--- config.mk ---
export PLATFORM = sky130hd
export DESIGN_NAME = tvgs_front
export DESIGN_NICKNAME = d
export VERILOG_FILES = /design/src/hdl/tvgs_pkg.sv /design/src/hdl/tvgs_front.sv
export SDC_FILE = /design/constraint.sdc
export NUM_CORES = 1
export LEC_CHECK = 0
export BUFFER_PORTS_ARGS = -buffer_cell sky130_fd_sc_hd__buf_4
export CORE_UTILIZATION = 51
export DETAILED_ROUTE_END_ITERATION = 10
export PLACE_DENSITY = 0.71
export SLEW_MARGIN = 20
export SYNTH_ARGS = -nofsm -noshare
export SYNTH_HDL_FRONTEND = slang
export SYNTH_SLANG_ARGS = --single-unit
--- constraint.sdc ---
create_clock -name i_clk -period 3 [get_ports i_clk]
set_input_delay 0.15 -clock i_clk [delete_from_list [all_inputs] [get_ports i_clk]]
set_output_delay 0.15 -clock i_clk [all_outputs]
set_load 0.01 [all_outputs]
--- src/hdl/tvgs_pkg.sv ---
// Shared types, constants and a helper function for the trilinear vector grid sampler.
`timescale 1ns / 1ps
`default_nettype none
package tvgs_pkg;
    localparam int GRID_SIZE = 16;
    localparam int IDX_W = $clog2(GRID_SIZE);
    localparam int BANK_IDX_W = (IDX_W > 1) ? IDX_W - 1 : 1;
    localparam int BANK_DEPTH = (GRID_SIZE / 2) * (GRID_SIZE / 2) * (GRID_SIZE / 2);
    localparam int BANK_AW = (BANK_DEPTH > 1) ? $clog2(BANK_DEPTH) : 1;
    localparam int CELL_W = 4;
    localparam int COMP_W = 16;
    localparam int VEC_W = 3 * COMP_W;
    localparam int POS_W = 16;
    localparam int FRAC_W = 8;
    localparam int PSUM_W = POS_W + 2;
    localparam int FIFO_DEPTH = 4;
    localparam int FIFO_AW = 2;
    localparam logic signed [PSUM_W-1:0] POS_OFFSET =
        PSUM_W'((GRID_SIZE / 2) * 256);
    localparam logic signed [PSUM_W-1:0] POS_LIMIT =
        PSUM_W'((GRID_SIZE - 1) * 256);

    typedef enum logic {
        ACT_WRITE  = 1'b0,
        ACT_SAMPLE = 1'b1
    } t_action;

    typedef struct packed {
        logic                  is_write;
        logic                  in_range;
        logic [IDX_W-1:0]      ix;
        logic [IDX_W-1:0]      iy;
        logic [IDX_W-1:0]      iz;
        logic [FRAC_W-1:0]     fx;
        logic [FRAC_W-1:0]     fy;
        logic [FRAC_W-1:0]     fz;
        logic [VEC_W-1:0]      wdata;
    } t_cmd;

    localparam int CMD_W = $bits(t_cmd);

    function automatic logic signed [COMP_W-1:0] lerp(
        input logic signed [COMP_W-1:0] a,
        input logic signed [COMP_W-1:0] b,
        input logic [FRAC_W-1:0] t
    );
        logic signed [COMP_W:0] d;
        logic signed [COMP_W+FRAC_W+1:0] p;
        logic signed [COMP_W+1:0] s;
        begin
            d = (COMP_W+1)'(b) - (COMP_W+1)'(a);
            p = d * $signed({1'b0, t});
            s = (COMP_W+2)'(a) + (COMP_W+2)'(p >>> FRAC_W);
            lerp = s[COMP_W-1:0];
        end
    endfunction
endpackage
`default_nettype wire

--- src/hdl/tvgs_front.sv ---
// Front end: classifies beats, checks sample range and queues commands.
`timescale 1ns / 1ps
`default_nettype none
module tvgs_front (
    input  wire                          i_clk,
    input  wire                          i_rst_n,
    input  wire                          i_start,
    output logic                         o_busy,
    input  wire                          i_action,
    input  wire [tvgs_pkg::CELL_W-1:0]   i_cell_x,
    input  wire [tvgs_pkg::CELL_W-1:0]   i_cell_y,
    input  wire [tvgs_pkg::CELL_W-1:0]   i_cell_z,
    input  wire [tvgs_pkg::COMP_W-1:0]   i_value_x,
    input  wire [tvgs_pkg::COMP_W-1:0]   i_value_y,
    input  wire [tvgs_pkg::COMP_W-1:0]   i_value_z,
    input  wire [tvgs_pkg::POS_W-1:0]    i_pos_x,
    input  wire [tvgs_pkg::POS_W-1:0]    i_pos_y,
    input  wire [tvgs_pkg::POS_W-1:0]    i_pos_z,
    output logic                         o_cmd_valid,
    output tvgs_pkg::t_cmd               o_cmd,
    input  wire                          i_cmd_pop
);
    tvgs_pkg::t_cmd                   r_q [tvgs_pkg::FIFO_DEPTH];
    logic [tvgs_pkg::FIFO_AW-1:0]     r_wp, r_rp;
    logic [tvgs_pkg::FIFO_AW:0]       r_cnt;
    tvgs_pkg::t_cmd                   n_cmd;
    logic                             w_push, w_pop, w_ok;
    logic signed [tvgs_pkg::PSUM_W-1:0] w_px, w_py, w_pz;

    always_comb begin
        w_px = tvgs_pkg::PSUM_W'($signed(i_pos_x)) + tvgs_pkg::POS_OFFSET;
        w_py = tvgs_pkg::PSUM_W'($signed(i_pos_y)) + tvgs_pkg::POS_OFFSET;
        w_pz = tvgs_pkg::PSUM_W'($signed(i_pos_z)) + tvgs_pkg::POS_OFFSET;
        n_cmd = '0;
        n_cmd.is_write = (i_action == tvgs_pkg::ACT_WRITE);
        if (n_cmd.is_write) begin
            w_ok = (32'(i_cell_x) < tvgs_pkg::GRID_SIZE)
                && (32'(i_cell_y) < tvgs_pkg::GRID_SIZE)
                && (32'(i_cell_z) < tvgs_pkg::GRID_SIZE);
            n_cmd.in_range = w_ok;
            n_cmd.ix = tvgs_pkg::IDX_W'(i_cell_x);
            n_cmd.iy = tvgs_pkg::IDX_W'(i_cell_y);
            n_cmd.iz = tvgs_pkg::IDX_W'(i_cell_z);
            n_cmd.wdata = {i_value_x, i_value_y, i_value_z};
        end else begin
            w_ok = (w_px >= 0) && (w_px < tvgs_pkg::POS_LIMIT)
                && (w_py >= 0) && (w_py < tvgs_pkg::POS_LIMIT)
                && (w_pz >= 0) && (w_pz < tvgs_pkg::POS_LIMIT);
            n_cmd.in_range = w_ok;
            n_cmd.ix = w_px[tvgs_pkg::FRAC_W +: tvgs_pkg::IDX_W];
            n_cmd.iy = w_py[tvgs_pkg::FRAC_W +: tvgs_pkg::IDX_W];
            n_cmd.iz = w_pz[tvgs_pkg::FRAC_W +: tvgs_pkg::IDX_W];
            n_cmd.fx = w_px[tvgs_pkg::FRAC_W-1:0];
            n_cmd.fy = w_py[tvgs_pkg::FRAC_W-1:0];
            n_cmd.fz = w_pz[tvgs_pkg::FRAC_W-1:0];
        end
    end

    assign o_busy = (r_cnt == (tvgs_pkg::FIFO_AW+1)'(tvgs_pkg::FIFO_DEPTH));
    assign w_push = i_start && !o_busy;
    assign o_cmd_valid = (r_cnt != '0);
    assign w_pop = i_cmd_pop && o_cmd_valid;
    assign o_cmd = r_q[r_rp];

    always_ff @(posedge i_clk) begin
        if (w_push) begin
            r_q[r_wp] <= n_cmd;
        end
        if (!i_rst_n) begin
            r_wp <= '0;
            r_rp <= '0;
            r_cnt <= '0;
        end else begin
            if (w_push) r_wp <= r_wp + 1'b1;
            if (w_pop) r_rp <= r_rp + 1'b1;
            r_cnt <= r_cnt + (tvgs_pkg::FIFO_AW+1)'(w_push)
                - (tvgs_pkg::FIFO_AW+1)'(w_pop);
        end
    end
endmodule
`default_nettype wire

==> summary.md, run 1 <==
| Metric | Value |
|---|---|
| Status | finished with violations |
| Failing checks | DRC |
| Synth Flop Type | edfxtp_1 |
| Vias in the first global route | 7518 |
| Leak Pwr | 5.94 nW |
| Peak VDD IR | 0.622 mV |
| Gr ovfl total | 0 |
| DIE WIDTH | 166 um |
| DRT Wirelength | 27100 um |
| CTS root buf | clkbuf_16 |
| Post-synth ARST share | 0% |
| Mapped Cells | 638 |
| Die area | 0.0277 mm^2 |
| Reg2Reg Setup Slack | 0.44 ns |
| WL per Instance | 21.8 um |
| Fin. max-slew vios | 0 |
| I/O Buffers | 200 |
| Post-route DRC | 9 |
| Worst slew pin tran | 0.683 ns |
| Synthesis-stage register bit count | 353 |
| Post-Synthesis Net Count | 765 |
| Period utilization | 85.3% |
| CP Launch Type | flip-flop |
| EDFF count, synth | 344 |
| DRT Pass-1 Iters | 7 |
| Clock Pin Slew Worst Setup and Hold Paths | 0.06 ns |
| TritonCTS Buffers | 36 |
| CP Class | flip-flop to flip-flop |
| Clk_skew | 0.0143 ns |
| Netlist cell types | 38 |
| Iter 0 DRT Violations | 550 |
| GR Util All Layers | 20.1% |
| Largest net degree at the start of global routing | 44 |
| Global-route wire length before repair | 42200 um |
| Part of the Yosys area used for sequential elements | 76.3% |
| Area growth syn-to-layout | 23.8% |
| Unrepaired setup endpoints after global routing | no |
| Final RePlAce weighted congestion | 0.732 |
| Routed Antenna Nets | 0 |
| Layout fillers | 1777 |
| Layout cells sized above 1 | 40.4% |
| Worst-Skew Late Latency | 0.51 ns |
| Synth Area per Inst | 21.6 um^2 |
| Initial core utilization | 52.4% |
| I/O pin count | 201 |
| Half-perimeter wire length after placement | 17200 um |
| CTS tree | built |
| Crit end category | flip-flop |
| Initial antenna violation count | 0 |
| Total core area | 0.0263 mm^2 |
| DR vias/cell | 5.55 |
| Max Fclk | 391 MHz |
| DR vias | 6901 |
| Power per cell area | 811 mW/mm^2 |
| Total of warnings raised by yosys | 0 |
| Critical path fanouts, max | 7 |
| Final setup TNS | 0 ns |
| Slew Limit Headroom | 54.5% |
| Hold WS | 0.0109 ns |
| Final Hold Fails | 0 |
| Die height | 166 um |
| Data required time of the worst path | 3.43 ns |
| Minimum clock period after layout | 2.56 ns |
| Sequential cell area | 0.0105 mm^2 |
| Max-cap violations | 0 |
| Row count | 59 |
| H-tree levels | 2 |
| Cell area after synthesis | 0.0138 mm^2 |
| Clock Sinks | 353 |
| CP arrival | 2.99 ns |
| CTS Buffer Depth | 3 |
| Antenna fix cells | 0 |
| Area of the multi-input gates | 0.00306 mm^2 |
| Worst hold path class | input port to flip-flop |
| Nets@finish | 1008 |
| Final setup fails | 0 |
## cell usage after synthesis, drive strengths merged, types with 2 or more instances
cell    instances  area (um^2)
nand4           4         25.0
nor2b          48          300
inv            15         56.3
or4             2         15.0
clkbuf         14         52.6
nor3            2         10.0
mux2            9          101
ha             13          163
xor2            2         17.5
and3            4         25.0
a21oi           7         35.0
o21ai           2         10.0
and4            2         17.5
nand3           3         15.0
and2           26          163
mux4           86         1940
buf            17          116
nor2           11         41.3
edfxtp        344        10300
nand2           2         7.51
dfxtp           9          180
## cell families after synthesis
kind of cell	synth area share (%)
xor gates and xnor gates	0.191
DFF	76.3
muxes	14.8
adders and majority gates	1.33
AOI/OAI and AO/OA	0.890
and+or+nand+nor	4.85
buffers and inverters	1.64
## flip-flops by register name, summed over array words and instances, names as in the netlist, named ones only
name / count
r_cnt: 3
r_q: 344
r_rp: 2
r_wp: 2
## per-layer routing
| layer | wire length (um) | global-route usage (%) | vias to the layer above |
|---|---|---|---|
| li1 | - | - | 3084 |
| met1 | 10500 | 24.3 | 3602 |
| met2 | 14900 | 36.7 | 182 |
| met3 | 1280 | 3.77 | 33 |
| met4 | 548 | 6.00 | 0 |
| met5 | 0 | 0 | - |
## worst paths after layout
| path | from | end | depth (start not counted) |
|---|---|---|---|
| setup reg to reg | r_cnt[2]$_SDFF_PN0_ | r_cnt[2]$_SDFF_PN0_ | 12 |
| setup / recovery | r_cnt[2]$_SDFF_PN0_ | r_cnt[2]$_SDFF_PN0_ | 12 |
| hold reg to reg | r_wp[1]$_SDFFE_PN0P_ | r_wp[1]$_SDFFE_PN0P_ | 2 |
| hold / removal | i_cell_z[1] | r_q[3][73]$_DFFE_PP_ | 2 |
## through the flow
step	std cells	power (mW)	utilization (%)	setup slack, ns	cell area [um^2]
floorplan	638	8.25	-	0.678	13800
global placement	1162	9.72	60.1	0.645	15800
detailed placement	1162	9.83	60.1	0.464	15800
CTS	1243	14.0	64.9	0.443	17000
global route	1243	14.4	64.9	0.260	17000
finish	1243	13.8	64.9	0.441	17000
## repair_timing
| item | 4_1_cts | 5_1_grt |
|---|---|---|
| hold buffers | 16 | 0 |
| endpoints found under the hold margin | 45 | 0 |
| resized for setup | 0 | 0 |
| setup buffers | 0 | 0 |
## layout make-up
class	count	share of cell area, %
inverters	15	0.330
clock inverters	13	0.565
well taps	335	2.46
repair buffers	236	11.1
clock buffers	52	5.88
flip-flops and latches	353	61.7
multi-input cells	239	17.9
## cells in the final DEF, fill, tap and decap left out, types with 3 or more instances in the layout
cell	netlist	routed
a21oi_1	7	7
inv_1	15	15
nor2b_1	48	48
clkinv_1	0	7
mux4_2	86	86
nand3_1	3	3
and3_4	0	4
edfxtp_1	344	344
clkbuf_16	0	37
dlygate4sd3_1	0	16
dfxtp_1	9	7
mux2_2	9	9
clkbuf_1	14	13
buf_12	0	7
inv_6	0	3
and2_1	26	26
nor2_1	11	11
ha_1	13	13
buf_4	0	213
nand4_1	4	4
## where the power goes
group	leakage, nW	switching [mW]	internal (mW)
sequential	3.28	0.240	5.99
clock	0.532	1.74	2.42
combinational	2.13	1.60	1.83
## worst max-delay path, stage by stage, from the launching register on
cell and delay (ns):
dfxtp_1 0.41, or3b_1 0.50, inv_1 0.16, nor2_1 0.05
inv_1 0.06, ha_1 0.23, inv_1 0.07, ha_1 0.15
inv_1 0.05, fa_1 0.37, xor2_1 0.16, and2_1 0.17
nor3_1 0.12
(Power assumes the default switching activity.)
==> inputs of run 2 (changes only) <==
--- a/config.mk
+++ b/config.mk
@@ -5,10 +5,12 @@
 export SDC_FILE = /design/constraint.sdc
 export NUM_CORES = 1
 export LEC_CHECK = 0
+export ABC_AREA = 1
 export BUFFER_PORTS_ARGS = -buffer_cell sky130_fd_sc_hd__buf_4
-export CORE_UTILIZATION = 51
+export CORE_UTILIZATION = 52
 export DETAILED_ROUTE_END_ITERATION = 10
-export PLACE_DENSITY = 0.71
+export PLACE_DENSITY = 0.72
+export SKIP_LAST_GASP = 1
 export SLEW_MARGIN = 20
 export SYNTH_ARGS = -nofsm -noshare
 export SYNTH_HDL_FRONTEND = slang
==> constraint.sdc (replaced) <==
create_clock -name i_clk -period 3 [get_ports i_clk]
set_input_delay 0.45 -clock i_clk [delete_from_list [all_inputs] [get_ports i_clk]]
set_output_delay 0.45 -clock i_clk [all_outputs]
set_load 0.01 [all_outputs]
==> summary.md, run 2 <==
| Metric | Value |
|---|---|
| Worst Hold Path EP | r_cnt[0]$_SDFF_PN0_ |
| Reg2Reg Setup Slack | 0.83 ns |
| Peak VDD IR | 0.612 mV |
| I/O Buffers | 200 |
| Largest regs | r_q: 344 flops, r_cnt: 3 flops |
| Clk_skew | 0.0178 ns |
| TritonCTS Buffers | 35 |
| Global-route wire length before repair | 46200 um |
| Combinational family with the most area after synthesis | compound AO/OA/AOI/OAI gates |
| Max-cap violations | 0 |
| Hold_sp | i_rst_n |
| DR vias | 9220 |
| CTS root buf | clkbuf_16 |
| Placed insts | 1630 |
| # Post-CTS Setup Buffers | 0 |
| H-tree levels | 2 |
| Part of the Yosys area used for sequential elements | 74.0% |
| CP Class | flip-flop to primary output |
| Unrepaired setup endpoints after global routing | no |
| Largest register by flop count | r_q |
| Post-Synthesis Net Count | 1262 |
| Post-Synth Simple-Gate Area | 8.60% |
| Switching share of power | 29.2% |
| GR Util All Layers | 21.4% |
| Largest net degree at the start of global routing | 173 |
| Combinational fraction of design power | 26.2% |
| CTS tree | built |
| Clock Pin Slew Worst Setup and Hold Paths | 0.06 ns |
| Switching pwr | 4.13 mW |
| Die height | 167 um |
| R2r endpoint | r_cnt[2]$_SDFF_PN0_ |
| Antenna fix cells | 0 |
| Vias in the first global route | 8737 |
| Area contributors post-synth | edfxtp_1 (73%), nor2_1 (6.3%), o21ai_0 (6.0%), o22ai_1 (3.8%), inv_1 (2.6%) |
| I/O pin count | 201 |
| Synth Area in Compound Gates | 10.6% |
| CTS Hold Bufs | 0 |
| Met3 Routed Length | 1980 um |
| Synth top area share | 72.7% |
| Post-CTS sizing | 0 |
| Period utilization | 90.3% |
| Post-route DRC | 0 |
| Final setup fails | 0 |
| Initial antenna violation count | 0 |
| Fraction of synthesized area in multiplexers | 0% |
| Routed Antenna Nets | 0 |
| DRT Pass-1 Iters | 5 |
| Synth Flop Type | edfxtp_1 |
| DR WL met2 | 14300 um |
| Power per cell area | 822 mW/mm^2 |
| CP Launch Type | flip-flop |
| DRT Wirelength | 30000 um |
| Nets@finish | 1453 |
| Most frequent cells in the layout | edfxtp_1 (344), nor2_1 (235), buf_4 (207) |
| Hold path cells | 3 |
| Minimum clock period after layout | 2.71 ns |
| Status | finished clean |
| EDFF count, synth | 344 |
| Layout cells sized above 1 | 20.6% |
| Gr ovfl total | 0 |
| Data required time of the worst path | 2.55 ns |
| Clock Power Share | 30.0% |
| DR vias/cell | 5.45 |
| Hold WS | 0.205 ns |
| CP arrival | 2.26 ns |
| Synth Area in Adders | 1.29% |
| Worst slack at placement | 0.785 ns |
| Fin cells | 1693 |
| Overall Power | 14.1 mW |
| Post-synth ARST share | 0% |
| Synth Area per Inst | 12.5 um^2 |
| Total of warnings raised by yosys | 0 |
| Mapped Cells | 1135 |
| Worst-Skew Late Latency | 0.51 ns |
| Worst hold path class | input port to flip-flop |
| RR Startpoint | r_cnt[1]$_SDFF_PN0_ |
| Initial core utilization | 52.9% |
| Largest register FFs | 344 |
| Leak Pwr | 6.64 nW |
| Cell area after synthesis | 0.0142 mm^2 |
| Layout fillers | 2002 |
| Fin. max-slew vios | 0 |
| Total core area | 0.0269 mm^2 |
| Netlist cell types | 28 |
| Final Hold Fails | 0 |
| Cell taking the most area after synthesis | edfxtp_1 |
| Commonest non-fill, non-tap cell in the layout | edfxtp_1 |
| Max Fclk | 369 MHz |
| Area growth syn-to-layout | 21.1% |
| Int Power | 10.0 mW |
| Final setup TNS | 0 ns |
| Critical path fanouts, max | 86 |
| Worst Slack Setup Final | 0.290 ns |
| Iter 0 DRT Violations | 851 |
| Die area | 0.0280 mm^2 |
| CTS Buffer Depth | 3 |
| Top layer in use | met4 |
| Half-perimeter wire length after placement | 17100 um |
| Crit end category | primary output |
| Most frequent cell after synthesis | edfxtp_1 |
| DIE WIDTH | 167 um |
| Row count | 60 |
| Clock Sinks | 353 |
| Synthesis-stage register bit count | 353 |
| Synth Area in XOR/XNOR | 0.123% |
| Worst slew pin tran | 0.891 ns |
| Post-synth top cells | edfxtp_1 (344), nor2_1 (239), o21ai_0 (169), inv_1 (100), o22ai_1 (86) |
| Final RePlAce weighted congestion | 0.776 |
| WL per Instance | 17.7 um |
| Slew Limit Headroom | 40.6% |
| Met1 wire length | 12900 um |
| Part of the power in registers | 43.8% |
| R2R depth | 11 |
## run 2: cell count changes after synthesis, sizes merged, moves of 5 or more
| cell | before | now |
|---|---|---|
| nor2b | 48 | 0 |
| o22ai | 0 | 86 |
| inv | 15 | 102 |
| buf | 17 | 37 |
| clkbuf | 14 | 28 |
| o21ai | 2 | 180 |
| nand2 | 2 | 72 |
| mux4 | 86 | 0 |
| and2 | 26 | 0 |
| mux2 | 9 | 0 |
| nor2 | 11 | 239 |
| nand3 | 3 | 8 |
## run 2: cell type report
cell class,instances,area [um^2],area share (%)
flip-flops and latches,353,10500,61.1
repair buffers,219,1790,10.4
clock buffers,44,952,5.53
clock inverters,19,171,0.996
multi-input cells,615,2960,17.2
well taps,341,427,2.48
inverters,102,388,2.25
## run 2: metal layers
| metal | GRT usage, % | vias to the layer above |
|---|---|---|
| li1 | - | 4397 |
| met1 | 29.6 | 4403 |
| met2 | 34.5 | 365 |
| met3 | 3.73 | 55 |
| met4 | 7.38 | 0 |
| met5 | 0 | - |
## run 2: worst max-delay path by stage
stage,endpoint,cells after the start
CTS,o_cmd[57],4
detailed placement,o_cmd[57],4
finish,o_cmd[57],4
floorplan,r_q[0][0]$_DFFE_PP_,4
global route,o_cmd[5],4
global placement,o_cmd[47],4
## run 2: cells by family after synthesis
logic type,after synthesis
flops,353
simple gates,321
compound gates,278
buf+inv,167
fa+ha+maj,14
xor+xnor,2
## run 2: critical path, stage by stage, from the launching register on
cell and delay [ns]:
dfxtp_2 0.33, buf_4 0.69, o21ai_0 0.22, o22ai_1 0.32, buf_4 0.18
## run 2: per-stage QoR
step | util [%] | instance area (um^2)
floorplan | - | 14200
global placement | 59.9 | 16100
detailed placement | 59.9 | 16100
CTS | 64.0 | 17200
global route | 64.0 | 17200
finish | 64.0 | 17200
## run 2: power by group through the flow
| stage | Combinational (mW) | Clock [mW] | Sequential [mW] |
|---|---|---|---|
| 2_1_floorplan | 2.06 | 0 | 6.29 |
| 3_3_place_gp | 3.70 | 0 | 6.27 |
| 3_5_place_dp | 3.74 | 0 | 6.29 |
| 4_1_cts | 3.76 | 4.30 | 6.19 |
| 5_1_grt | 4.06 | 4.49 | 6.23 |
| 6_report | 3.71 | 4.24 | 6.19 |
